--- src/shabs_pkg.sv ---
// shared types and constants for the sha-256 byte stream hasher
// round constants, initial hash words, sequencer states, round variable bundle
// no dependencies
package shabs_pkg;

	// sequencer states
	typedef enum logic [2:0] {
		ST_IDLE,
		ST_ROUND,
		ST_FOLD,
		ST_PAD,
		ST_OUT
	} shabs_state_t;

	// working variables a..h of one compression
	typedef struct packed {
		logic [31:0] a;
		logic [31:0] b;
		logic [31:0] c;
		logic [31:0] d;
		logic [31:0] e;
		logic [31:0] f;
		logic [31:0] g;
		logic [31:0] h;
	} shabs_vars_t;

	// sixteen-word message schedule window, [15] is the oldest word
	typedef logic [15:0][31:0] shabs_window_t;

	localparam int unsigned BLOCK_BYTES = 64;
	localparam logic [5:0] LAST_POS = 6'd63;
	localparam logic [5:0] LEN_POS = 6'd56;
	localparam logic [5:0] LAST_ROUND = 6'd63;
	localparam logic [2:0] LAST_WORD = 3'd7;
	localparam logic [7:0] PAD_MARK = 8'h80;

	localparam logic [31:0] INITIAL_H [8] = '{
		32'h6a09e667, 32'hbb67ae85, 32'h3c6ef372, 32'ha54ff53a,
		32'h510e527f, 32'h9b05688c, 32'h1f83d9ab, 32'h5be0cd19
	};

	localparam logic [31:0] ROUND_K [64] = '{
		32'h428a2f98, 32'h71374491, 32'hb5c0fbcf, 32'he9b5dba5,
		32'h3956c25b, 32'h59f111f1, 32'h923f82a4, 32'hab1c5ed5,
		32'hd807aa98, 32'h12835b01, 32'h243185be, 32'h550c7dc3,
		32'h72be5d74, 32'h80deb1fe, 32'h9bdc06a7, 32'hc19bf174,
		32'he49b69c1, 32'hefbe4786, 32'h0fc19dc6, 32'h240ca1cc,
		32'h2de92c6f, 32'h4a7484aa, 32'h5cb0a9dc, 32'h76f988da,
		32'h983e5152, 32'ha831c66d, 32'hb00327c8, 32'hbf597fc7,
		32'hc6e00bf3, 32'hd5a79147, 32'h06ca6351, 32'h14292967,
		32'h27b70a85, 32'h2e1b2138, 32'h4d2c6dfc, 32'h53380d13,
		32'h650a7354, 32'h766a0abb, 32'h81c2c92e, 32'h92722c85,
		32'ha2bfe8a1, 32'ha81a664b, 32'hc24b8b70, 32'hc76c51a3,
		32'hd192e819, 32'hd6990624, 32'hf40e3585, 32'h106aa070,
		32'h19a4c116, 32'h1e376c08, 32'h2748774c, 32'h34b0bcb5,
		32'h391c0cb3, 32'h4ed8aa4a, 32'h5b9cca4f, 32'h682e6ff3,
		32'h748f82ee, 32'h78a5636f, 32'h84c87814, 32'h8cc70208,
		32'h90befffa, 32'ha4506ceb, 32'hbef9a3f7, 32'hc67178f2
	};

	function automatic logic [31:0] rotr(input logic [31:0] x, input int unsigned n);
		rotr = (x >> n) | (x << (32 - n));
	endfunction

endpackage

--- src/shabs_round.sv ---
// one sha-256 round and one message schedule step, combinational
// shared by every round of every block under the top level sequencer
// depends on shabs_pkg
module shabs_round (
	input  shabs_pkg::shabs_vars_t   vars,
	input  shabs_pkg::shabs_window_t win,
	input  logic [31:0]              k,
	output shabs_pkg::shabs_vars_t   vars_next,
	output logic [31:0]              sched_word
);

	logic [31:0] w;
	logic [31:0] big_s1;
	logic [31:0] big_s0;
	logic [31:0] ch;
	logic [31:0] maj;
	logic [31:0] t1;
	logic [31:0] t2;
	logic [31:0] small_s0;
	logic [31:0] small_s1;

	// round function on the oldest window word
	assign w = win[15];
	assign big_s1 = shabs_pkg::rotr(vars.e, 6) ^ shabs_pkg::rotr(vars.e, 11)
		^ shabs_pkg::rotr(vars.e, 25);
	assign big_s0 = shabs_pkg::rotr(vars.a, 2) ^ shabs_pkg::rotr(vars.a, 13)
		^ shabs_pkg::rotr(vars.a, 22);
	assign ch = (vars.e & vars.f) ^ (~vars.e & vars.g);
	assign maj = (vars.a & vars.b) ^ (vars.a & vars.c) ^ (vars.b & vars.c);
	assign t1 = vars.h + big_s1 + ch + k + w;
	assign t2 = big_s0 + maj;

	always_comb begin
		vars_next.h = vars.g;
		vars_next.g = vars.f;
		vars_next.f = vars.e;
		vars_next.e = vars.d + t1;
		vars_next.d = vars.c;
		vars_next.c = vars.b;
		vars_next.b = vars.a;
		vars_next.a = t1 + t2;
	end

	// next schedule word from taps t+1, t+9, t+14 and t
	assign small_s0 = shabs_pkg::rotr(win[14], 7) ^ shabs_pkg::rotr(win[14], 18)
		^ (win[14] >> 3);
	assign small_s1 = shabs_pkg::rotr(win[1], 17) ^ shabs_pkg::rotr(win[1], 19)
		^ (win[1] >> 10);
	assign sched_word = small_s1 + win[6] + small_s0 + win[15];

endmodule

--- src/sha256_byte_stream_hasher.sv ---
// sha-256 over a byte stream: byte input, eight digest words out
// one shared round unit under a five-state sequencer
// depends on shabs_pkg and shabs_round
//
// usage
//   input stream: one message byte per word on s_tdata, s_tlast high on the
//   last byte of a message. empty messages are not supported.
//   output stream: eight 32-bit digest words h0..h7 on m_tdata, m_tlast on h7.
// sequence
//   a byte that does not complete a 64-byte block is shifted in and counted.
//   a byte that completes a block loads the working variables, then the block
//   runs the 64 rounds through the one round unit and folds the result into
//   the chaining words. after the last byte the padding bytes go into the block
//   one per cycle (up to 72 when the length spills into an extra block, each
//   full block again rounded and folded), then the eight digest words are
//   offered, one per cycle while m_tready holds.
//   s_tready is low from the last byte until the eighth digest word is taken.
// reset
//   arst_n clears the sequencer, the byte count and loads the initial hash words.
//   after the eighth digest word the block is back in that state.
// stall
//   a low m_tready holds the current digest word and the block waits.
module sha256_byte_stream_hasher #(
	parameter int LENGTH_COUNTER_BITS = 61
) (
	input  logic        clk,
	input  logic        arst_n,
	input  logic        s_tvalid,
	output logic        s_tready,
	input  logic [7:0]  s_tdata,   // [7:0] data_byte
	input  logic        s_tlast,   // final_byte
	output logic        m_tvalid,
	input  logic        m_tready,
	output logic [31:0] m_tdata,   // [31:0] digest_word
	output logic        m_tlast    // digest_last
);

	shabs_pkg::shabs_state_t  state_q;
	shabs_pkg::shabs_state_t  next_state;
	shabs_pkg::shabs_state_t  after_q;
	shabs_pkg::shabs_window_t win_q;
	shabs_pkg::shabs_vars_t   vars_q;
	shabs_pkg::shabs_vars_t   vars_next;
	logic [31:0]              sched_word;
	logic [31:0]              chain_q [8];
	logic [LENGTH_COUNTER_BITS-1:0] count_q;
	logic [5:0]               pos_q;
	logic [5:0]               rnd_q;
	logic [2:0]               out_idx_q;
	logic                     marker_q;
	logic                     extra_q;

	logic        in_accept;
	logic        out_accept;
	logic        pad_push;
	logic        round_en;
	logic        fold_en;
	logic        push;
	logic        block_full;
	logic [7:0]  push_byte;
	logic [7:0]  pad_byte;
	logic [63:0] len_bits;

	// shared round unit
	shabs_round u_round (
		.vars       (vars_q),
		.win        (win_q),
		.k          (shabs_pkg::ROUND_K[rnd_q]),
		.vars_next  (vars_next),
		.sched_word (sched_word)
	);

	// next state
	always_comb begin
		next_state = state_q;
		unique case (state_q)
			shabs_pkg::ST_IDLE: begin
				if (s_tvalid) begin
					if (pos_q == shabs_pkg::LAST_POS) next_state = shabs_pkg::ST_ROUND;
					else if (s_tlast) next_state = shabs_pkg::ST_PAD;
				end
			end
			shabs_pkg::ST_ROUND: begin
				if (rnd_q == shabs_pkg::LAST_ROUND) next_state = shabs_pkg::ST_FOLD;
			end
			shabs_pkg::ST_FOLD: next_state = after_q;
			shabs_pkg::ST_PAD: begin
				if (pos_q == shabs_pkg::LAST_POS) next_state = shabs_pkg::ST_ROUND;
			end
			shabs_pkg::ST_OUT: begin
				if (m_tready && out_idx_q == shabs_pkg::LAST_WORD)
					next_state = shabs_pkg::ST_IDLE;
			end
			default: next_state = shabs_pkg::ST_IDLE;
		endcase
	end

	// sequencer outputs
	always_comb begin
		s_tready = 1'b0;
		m_tvalid = 1'b0;
		pad_push = 1'b0;
		round_en = 1'b0;
		fold_en  = 1'b0;
		unique case (state_q)
			shabs_pkg::ST_IDLE:  s_tready = 1'b1;
			shabs_pkg::ST_ROUND: round_en = 1'b1;
			shabs_pkg::ST_FOLD:  fold_en  = 1'b1;
			shabs_pkg::ST_PAD:   pad_push = 1'b1;
			shabs_pkg::ST_OUT:   m_tvalid = 1'b1;
			default: ;
		endcase
	end

	assign in_accept  = s_tvalid && s_tready;
	assign out_accept = m_tvalid && m_tready;
	assign push       = in_accept || pad_push;
	assign block_full = push && (pos_q == shabs_pkg::LAST_POS);

	// padding byte: marker, zero fill, then big-endian bit length
	assign len_bits = 64'(count_q) << 3;
	always_comb begin
		if (!marker_q) pad_byte = shabs_pkg::PAD_MARK;
		else if (extra_q || pos_q < shabs_pkg::LEN_POS) pad_byte = 8'h00;
		else pad_byte = len_bits[{~pos_q[2:0], 3'b000} +: 8];
	end
	assign push_byte = pad_push ? pad_byte : s_tdata;

	// control registers
	always_ff @(posedge clk or negedge arst_n) begin
		if (!arst_n) begin
			state_q   <= shabs_pkg::ST_IDLE;
			after_q   <= shabs_pkg::ST_IDLE;
			count_q   <= '0;
			pos_q     <= '0;
			rnd_q     <= '0;
			out_idx_q <= '0;
			marker_q  <= 1'b0;
			extra_q   <= 1'b0;
		end else begin
			state_q <= next_state;
			if (push) pos_q <= pos_q + 6'd1;
			if (in_accept) count_q <= count_q + 1'b1;
			if (round_en) rnd_q <= rnd_q + 6'd1;
			// where to go once the block is folded in
			if (in_accept && block_full)
				after_q <= s_tlast ? shabs_pkg::ST_PAD : shabs_pkg::ST_IDLE;
			else if (pad_push && block_full)
				after_q <= (marker_q && !extra_q) ? shabs_pkg::ST_OUT : shabs_pkg::ST_PAD;
			// padding progress
			if (pad_push && !marker_q) begin
				marker_q <= 1'b1;
				extra_q  <= (pos_q[5:3] == 3'h7) && (pos_q != shabs_pkg::LAST_POS);
			end else if (pad_push && block_full) begin
				extra_q <= 1'b0;
			end
			// digest delivery and return to the initial state
			if (out_accept) begin
				out_idx_q <= out_idx_q + 3'd1;
				if (out_idx_q == shabs_pkg::LAST_WORD) begin
					count_q  <= '0;
					marker_q <= 1'b0;
					extra_q  <= 1'b0;
				end
			end
		end
	end

	// schedule window and working variables
	always_ff @(posedge clk) begin
		if (push) win_q <= {win_q[15][23:0], win_q[14:0], push_byte};
		else if (round_en) win_q <= {win_q[14:0], sched_word};
		if (block_full) begin
			vars_q <= '{a: chain_q[0], b: chain_q[1], c: chain_q[2], d: chain_q[3],
				e: chain_q[4], f: chain_q[5], g: chain_q[6], h: chain_q[7]};
		end else if (round_en) begin
			vars_q <= vars_next;
		end
	end

	// chaining words
	always_ff @(posedge clk or negedge arst_n) begin
		if (!arst_n) begin
			for (int i = 0; i < 8; i++) chain_q[i] <= shabs_pkg::INITIAL_H[i];
		end else if (fold_en) begin
			chain_q[0] <= chain_q[0] + vars_q.a;
			chain_q[1] <= chain_q[1] + vars_q.b;
			chain_q[2] <= chain_q[2] + vars_q.c;
			chain_q[3] <= chain_q[3] + vars_q.d;
			chain_q[4] <= chain_q[4] + vars_q.e;
			chain_q[5] <= chain_q[5] + vars_q.f;
			chain_q[6] <= chain_q[6] + vars_q.g;
			chain_q[7] <= chain_q[7] + vars_q.h;
		end else if (out_accept && out_idx_q == shabs_pkg::LAST_WORD) begin
			for (int i = 0; i < 8; i++) chain_q[i] <= shabs_pkg::INITIAL_H[i];
		end
	end

	// digest word out
	assign m_tdata = chain_q[out_idx_q];
	assign m_tlast = (out_idx_q == shabs_pkg::LAST_WORD);

endmodule

--- config.mk ---
export PLATFORM = sky130hd
export DESIGN_NAME = sha256_byte_stream_hasher
export DESIGN_NICKNAME = d
export VERILOG_FILES = /design/src/shabs_pkg.sv /design/src/shabs_round.sv /design/src/sha256_byte_stream_hasher.sv
export SDC_FILE = /design/constraint.sdc
export NUM_CORES = 2
export LEC_CHECK = 0
export ABC_AREA = 0
export BUFFER_PORTS_ARGS = -buffer_cell sky130_fd_sc_hd__buf_2
export CAP_MARGIN = 20
export CORE_MARGIN = 3
export CORE_UTILIZATION = 55
export DETAILED_ROUTE_END_ITERATION = 12
export PLACE_DENSITY = 0.71
export SYNTH_ARGS = -nofsm -noshare
export SYNTH_HDL_FRONTEND = slang
export SYNTH_SLANG_ARGS = --single-unit
--- constraint.sdc ---
create_clock -name clk -period 23.6 [get_ports clk]
set_clock_uncertainty 0.05 [all_clocks]
set_input_delay 2.36 -clock clk [delete_from_list [all_inputs] [get_ports clk]]
set_output_delay 2.36 -clock clk [all_outputs]
set_load 0.02 [all_outputs]
* Word level (Yosys, flattened, before mapping) *
Memory sizes are Yosys's and may differ from the RTL's.
Index checks and enable logic that the tools add are counted.
W data, S select, Z words.

storage, ports and cells
  bits in registers = 1108
  bits in read-only memories = 2048
  word-level logic and storage cells = 171
  memories kept = 1

memories
  memory            depth  width  rd ports  clocked after Yosys merged registers in  write ports  RTL line                         source
  (name not given)  64     32     1         0                                        0            sha256_byte_stream_hasher.sv:68  .k (shabs_pkg::ROUND_K[rnd_q]),

operators by class
  add/sub/neg operators = 22
  $lt $le $gt $ge = 3
  equality and inequality tests = 14
  shift operators = 1
  multiplexer cells = 40
  bitwise gates (word level) = 30
  reduce and logical (&&, ||, !) cells = 20

operator list
  kind                     number
  $mux W256                4
  $mux W512                2
  $add A32 B32 Y32         18
  $xor A32 B32 Y32         9
  $mux W61                 3
  $and A32 B32 Y32         5
  $mux W32                 4
  $bmux W32 S3             1
  $shiftx A64 B7 Y8        1
  $add A61 B1 Y61 const B  1
  $not A32 Y32             1
  $or A10 B32 Y32          1
  $or A13 B32 Y32          1
  $or A14 B32 Y32          1
  $or A15 B32 Y32          1
  $or A19 B32 Y32          1
  $or A21 B32 Y32          1
  $or A25 B32 Y32          1
  $or A26 B32 Y32          1
  $or A30 B32 Y32          1
  $or A7 B32 Y32           1
  $xor A32 B22 Y32         1
  $xor A32 B29 Y32         1
  $mux W3                  9
  25 further kinds         60

* Depth between registers and ports, before layout *
  word-level depth = 10
  gate-level depth with buffers = 36
  depth with buffers taken out = 35

* Cells and area by module *
Synthesis repeated with hierarchy kept, for this count alone.

unflattened totals
  cells, all modules = 8158
  area total of the unflattened synthesis = 77917.2 um2

by module, submodules not included
  module                     times used  cells an instance  area an instance (um2)  sequential area each (um2)
  sha256_byte_stream_hasher  1           6288               62608.8                 31715.4
  shabs_round                1           1870               15308.4                 0.0

* Least setup slack after synthesis *
No wires, ideal clock.

  path kind = input to register
  start = in s_tvalid
  end = reg win_q[0] in the netlist's numbering (enable)
  library setup time = 3.656 ns
  data arrival time = 11.705 ns
  slack = 8.189 ns
  cell stages on the path = 6
  path buffers = 3
  cells stage by stage = nand2_1 a21o_1 clkbuf_1 clkbuf_1 clkbuf_1 nand2_1

on the way
  word-level cells in the longest chain between the ends = 3

RTL lines
  item                          RTL line                          source
  from (decl)                   sha256_byte_stream_hasher.sv:28   input logic s_tvalid,
  $logic_and A1 B1 Y1           sha256_byte_stream_hasher.sv:115  assign in_accept = s_tvalid && s_tready;
  $logic_or A1 B1 Y1            sha256_byte_stream_hasher.sv:117  assign push = in_accept || pad_push;
  $reduce_bool A2 Y1 (no line)  -
  to (signal assigned)          sha256_byte_stream_hasher.sv:171  if (push) win_q <= {win_q[15][23:0], win_q[14:0], push_byte};
  to (signal assigned)          sha256_byte_stream_hasher.sv:172  else if (round_en) win_q <= {win_q[14:0], sched_word};
  to (decl)                     sha256_byte_stream_hasher.sv:41   shabs_pkg::shabs_window_t win_q;

No other way between the ends.
A chain may end at the register's enable or synchronous reset.

* Worst setup path after layout *
  start = reg rnd_q[0]
  end = reg vars_q[252] in the netlist's numbering (data pin)

on the way
  word-level cells in the longest chain between the ends = 9

RTL lines
  item                                          RTL line                          source
  from (decl)                                   sha256_byte_stream_hasher.sv:48   logic [5:0] rnd_q;
  from (signal assigned)                        sha256_byte_stream_hasher.sv:144  if (round_en) rnd_q <= rnd_q + 6'd1;
  $not A6 Y7 (implied by the code)              sha256_byte_stream_hasher.sv:68
  $mem_v2 Z64 W32                               -
  $mux W32 (implied by the code) (2 in series)  sha256_byte_stream_hasher.sv:68
  $add A32 B32 Y32 (2 in series)                shabs_round.sv:30                 assign t1 = vars.h + big_s1 + ch + k + w;
  $add A32 B32 Y32                              shabs_round.sv:41                 vars_next.a = t1 + t2;
  $mux W256                                     sha256_byte_stream_hasher.sv:176  end else if (round_en) begin
  $mux W256                                     sha256_byte_stream_hasher.sv:173  if (block_full) begin
  to (signal assigned)                          sha256_byte_stream_hasher.sv:174  vars_q <= '{a: chain_q[0], b: chain_q[1], c: chain_q[2], d: chain_q[3],
  to (signal assigned)                          sha256_byte_stream_hasher.sv:177  vars_q <= vars_next;
  to (decl)                                     sha256_byte_stream_hasher.sv:42   shabs_pkg::shabs_vars_t vars_q;

No other way between the ends. The select of a mux whose other input is x is not followed.

==> results_dict.tcl <==
set metrics [dict create \
    synth_edf_count 768 \
    grt_max_degree 159 \
    synth_mux_area_share_pct 3.848 \
    clockRootBuffer "clkbuf_16" \
    rows 136 \
    io_buffer_count 47 \
    synth_warnings 0 \
    finalMaxSlewViolations 0 \
    syn-num-nets 9017 \
    drive_gt1_share_pct 7.778 \
    syn_avg_cell_area_sq_um 9.097 \
    setup_viol 0 \
    clk_latency_ns 0.80 \
    dpl.cell_count 9866 \
    outcome "completed" \
    wl_um 245200 \
    pre_cts_slack_ns 14.05 \
    synth-simple-area-share_pct 17.80 \
    cts_htree_levels 4 \
    start_kind "register" \
    die_x_um 379.0 \
    post_drt_wl_per_cell_um 24.23 \
    crit_required_ns 24.08 \
    die-area_sq_um 143600 \
    post-route-drc-count 0 \
    slew_headroom_pct 18.37 \
    fill_cells 11960 \
    cts_buffers 131 \
    setup_tns_ns 0 \
    critPathMaxFanout 14 \
    hp-class "register to register" \
    grt_pass1_wl_um 367200 \
    ys.flop_type "edfxtp_1" \
    die_y_um 379.0 \
    cts_buffer_depth 3 \
    synth.cell_area_sq_um 76500 \
    period_needed_ns 9.717 \
    max_freq_mhz 102.9 \
    cts-resized-gates 0 \
    area_delta_synth_final_pct 7.852 \
    dp_hpwl_um 178800 \
    cts_hold_buf 0 \
    grt_usage_pct 33.90 \
    crit_path_frequent_cell "a21o_1" \
    cpPeakStageDelay_ns 0.78 \
    vias 62050 \
    arrival_ns 10.19 \
    via_per_inst 6.132 \
    end_kind "register" \
    grt_pass1_vias 57540 \
    ys_seq_area_share_pct 41.46 \
    dr.pass1.iters 6 \
    antenna_found_initial 6 \
    rsz0062_at_grt "no" \
    synthArstFlopShare_pct 30.62 \
    max_cap_violations 0 \
    initial_core_util_pct 55.50 \
    cts_tree "done" \
    cts_sinks 1107 \
    critical_path_class "register to register" \
    r2r_slack_ns 13.88 \
    yosys.area_share.adder_pct 11.65 \
    worst_slack_ns 13.88 \
    ys_seq_elements 1107 \
    core-area_sq_um 137800 \
    clk_pin_slew_ns 0.06 \
    netlist_instances 8410 \
    antenna_left 0 \
    period_share_pct 41.18 \
    place.gp.congestion 0.9764 \
    io_pins 48 \
    synth-compound-area-share_pct 13.45 \
    synth_xor_area_share_pct 7.167 \
    slowest_stage "dfrtp_1" \
    fin_cells 10120 \
    hold_ws_ns 0.4185 \
    worst_slew_pin_slew_ns 1.214 \
    cpLargestDelayFamily "compound AO/OA/AOI/OAI gates" \
    synth_top_family_by_area "simple AND/OR/NAND/NOR gates" \
    critical_path_buf_inv_count 4 \
    globalRouteOverflowTotal 0 \
    cts_setup_buffers 0 \
    synthDistinctLibCells 98 \
    drt_iter0_drc 7127 \
    nets 8817 \
    finalHoldViolCount 0 \
]
## kinds of logic (layout without fill, tap and decap cells)
family | Yosys count | count (layout)
DFF | 1107 | 1107
xor gates and xnor gates | 626 | 626
buffers and inverters | 939 | 847
and+or+nand+nor | 3284 | 3284
AOI/OAI and AO/OA | 1677 | 1677
other | 0 | 7
adders and majority gates | 596 | 596
muxes | 181 | 181
## final timing paths
| check | cells past startpoint | start | endpoint |
|---|---|---|---|
| max reg2reg | 34 | rnd_q[0]$_DFFE_PN0P_ | vars_q[252]$_DFFE_PP_ |
| max | 34 | rnd_q[0]$_DFFE_PN0P_ | vars_q[252]$_DFFE_PP_ |
| min reg2reg | 1 | pos_q[5]$_DFFE_PN0N_ | pos_q[5]$_DFFE_PN0N_ |
| min in group asynchronous | 1 | arst_n | chain_q[222]$_DFFE_PN0P_ |
| max in group asynchronous | 3 | arst_n | chain_q[15]$_DFFE_PN1P_ |
| min | 1 | pos_q[5]$_DFFE_PN0N_ | pos_q[5]$_DFFE_PN0N_ |
## registers in the layout (all words and copies together) (netlist names)
signal,flops
marker_q,1
win_q,512
extra_q,1
state_q,3
out_idx_q,3
rnd_q,6
chain_q,256
vars_q,256
count_q,61
pos_q,6
after_q,2
## cell type report
| cell class | instances | area, sq um | area share [%] |
|---|---|---|---|
| diodes | 7 | 17.52 | 0.02123 |
| clock buffers | 174 | 3591 | 4.352 |
| clock inverters | 67 | 838.3 | 1.016 |
| inverters | 478 | 1794 | 2.175 |
| multi-input cells | 6364 | 41340 | 50.10 |
| flip-flops and latches | 1107 | 31730 | 38.45 |
| well taps | 1794 | 2245 | 2.720 |
| repair buffers | 128 | 958.4 | 1.162 |
## cell usage after synthesis, types with 35 or more instances
library cell | number | area, sq um
clkbuf_1 | 418 | 1569
nand3_1 | 153 | 765.7
nor3_1 | 129 | 645.6
o21bai_1 | 44 | 330.3
nor2_1 | 424 | 1592
ha_1 | 399 | 4992
nand2b_1 | 57 | 356.6
a31oi_1 | 58 | 362.9
mux2i_1 | 50 | 500.5
or3_1 | 37 | 231.5
o21a_1 | 60 | 450.4
xnor2_1 | 332 | 2908
a21oi_1 | 516 | 2582
dfstp_2 | 136 | 3573
xor2_1 | 294 | 2575
and3_1 | 57 | 356.6
nand2_1 | 2257 | 8472
mux4_2 | 86 | 1937
buf_1 | 41 | 153.9
a211oi_1 | 62 | 465.5
dfrtp_1 | 203 | 5080
edfxtp_1 | 768 | 23060
fa_1 | 195 | 3904
nor2b_1 | 36 | 225.2
mux2_2 | 45 | 506.7
a21o_1 | 204 | 1531
nand4_1 | 35 | 219.0
o21ai_1 | 43 | 215.2
o21ai_0 | 446 | 2232
inv_1 | 474 | 1779
## metrics by stage
step / instance area (sq um) / utilization [%]
3_5_place_dp: 77950 / 56.55
5_1_grt: 82490 / 59.85
6_report: 82510 / 59.86
4_1_cts: 82380 / 59.76
2_1_floorplan: 76500 / -
3_3_place_gp: 77950 / 56.55
## worst reg2reg max path, delay by kind of cell, from the launching register on
| kind | cells | cell delay, ns |
|---|---|---|
| AO/OA/AOI/OAI | 17 | 3.97 |
| adder cells (fa/ha/maj) | 5 | 2.10 |
| AND/OR/NAND/NOR | 6 | 1.38 |
| flip-flops | 1 | 0.78 |
| buffers and inverters | 4 | 0.74 |
| XOR/XNOR | 1 | 0.27 |
| multiplexers | 1 | 0.21 |
## per-layer routing
layer	track usage [%]	vias up	share of wire, %	wire, um
met5	0	-	0.0082	20
met4	9.294	4	2.9	7157
met3	8.753	427	11	25850
met2	47.68	2834	42	102200
met1	51.55	30340	45	109900
li1	-	28450	-	-
## placed cells by master (no fill, tap or decap), types with 44 or more instances in the layout
cell       Yosys  layout
buf_4          0      74
a211oi_1      62      62
mux4_2        86      86
o21a_1        60      60
a31oi_1       58      58
xor2_1       294     294
and3_1        57      56
ha_1         399     399
buf_2          1      46
nand2_1     2257    2253
dfrtp_1      203     199
nor2_1       424     422
a21o_1       204     203
edfxtp_1     768     768
mux2_2        45      45
o21ai_0      446     446
clkbuf_16      0     132
a21oi_1      516     515
nand3_1      153     152
dfstp_2      136     136
xnor2_1      332     332
nand2b_1      57      57
inv_1        474     474
nor3_1       129     128
mux2i_1       50      50
o21bai_1      44      44
fa_1         195     195
Power is not shown: default switching activity piles up to over one toggle a cycle in this logic, so the estimate is an artifact.
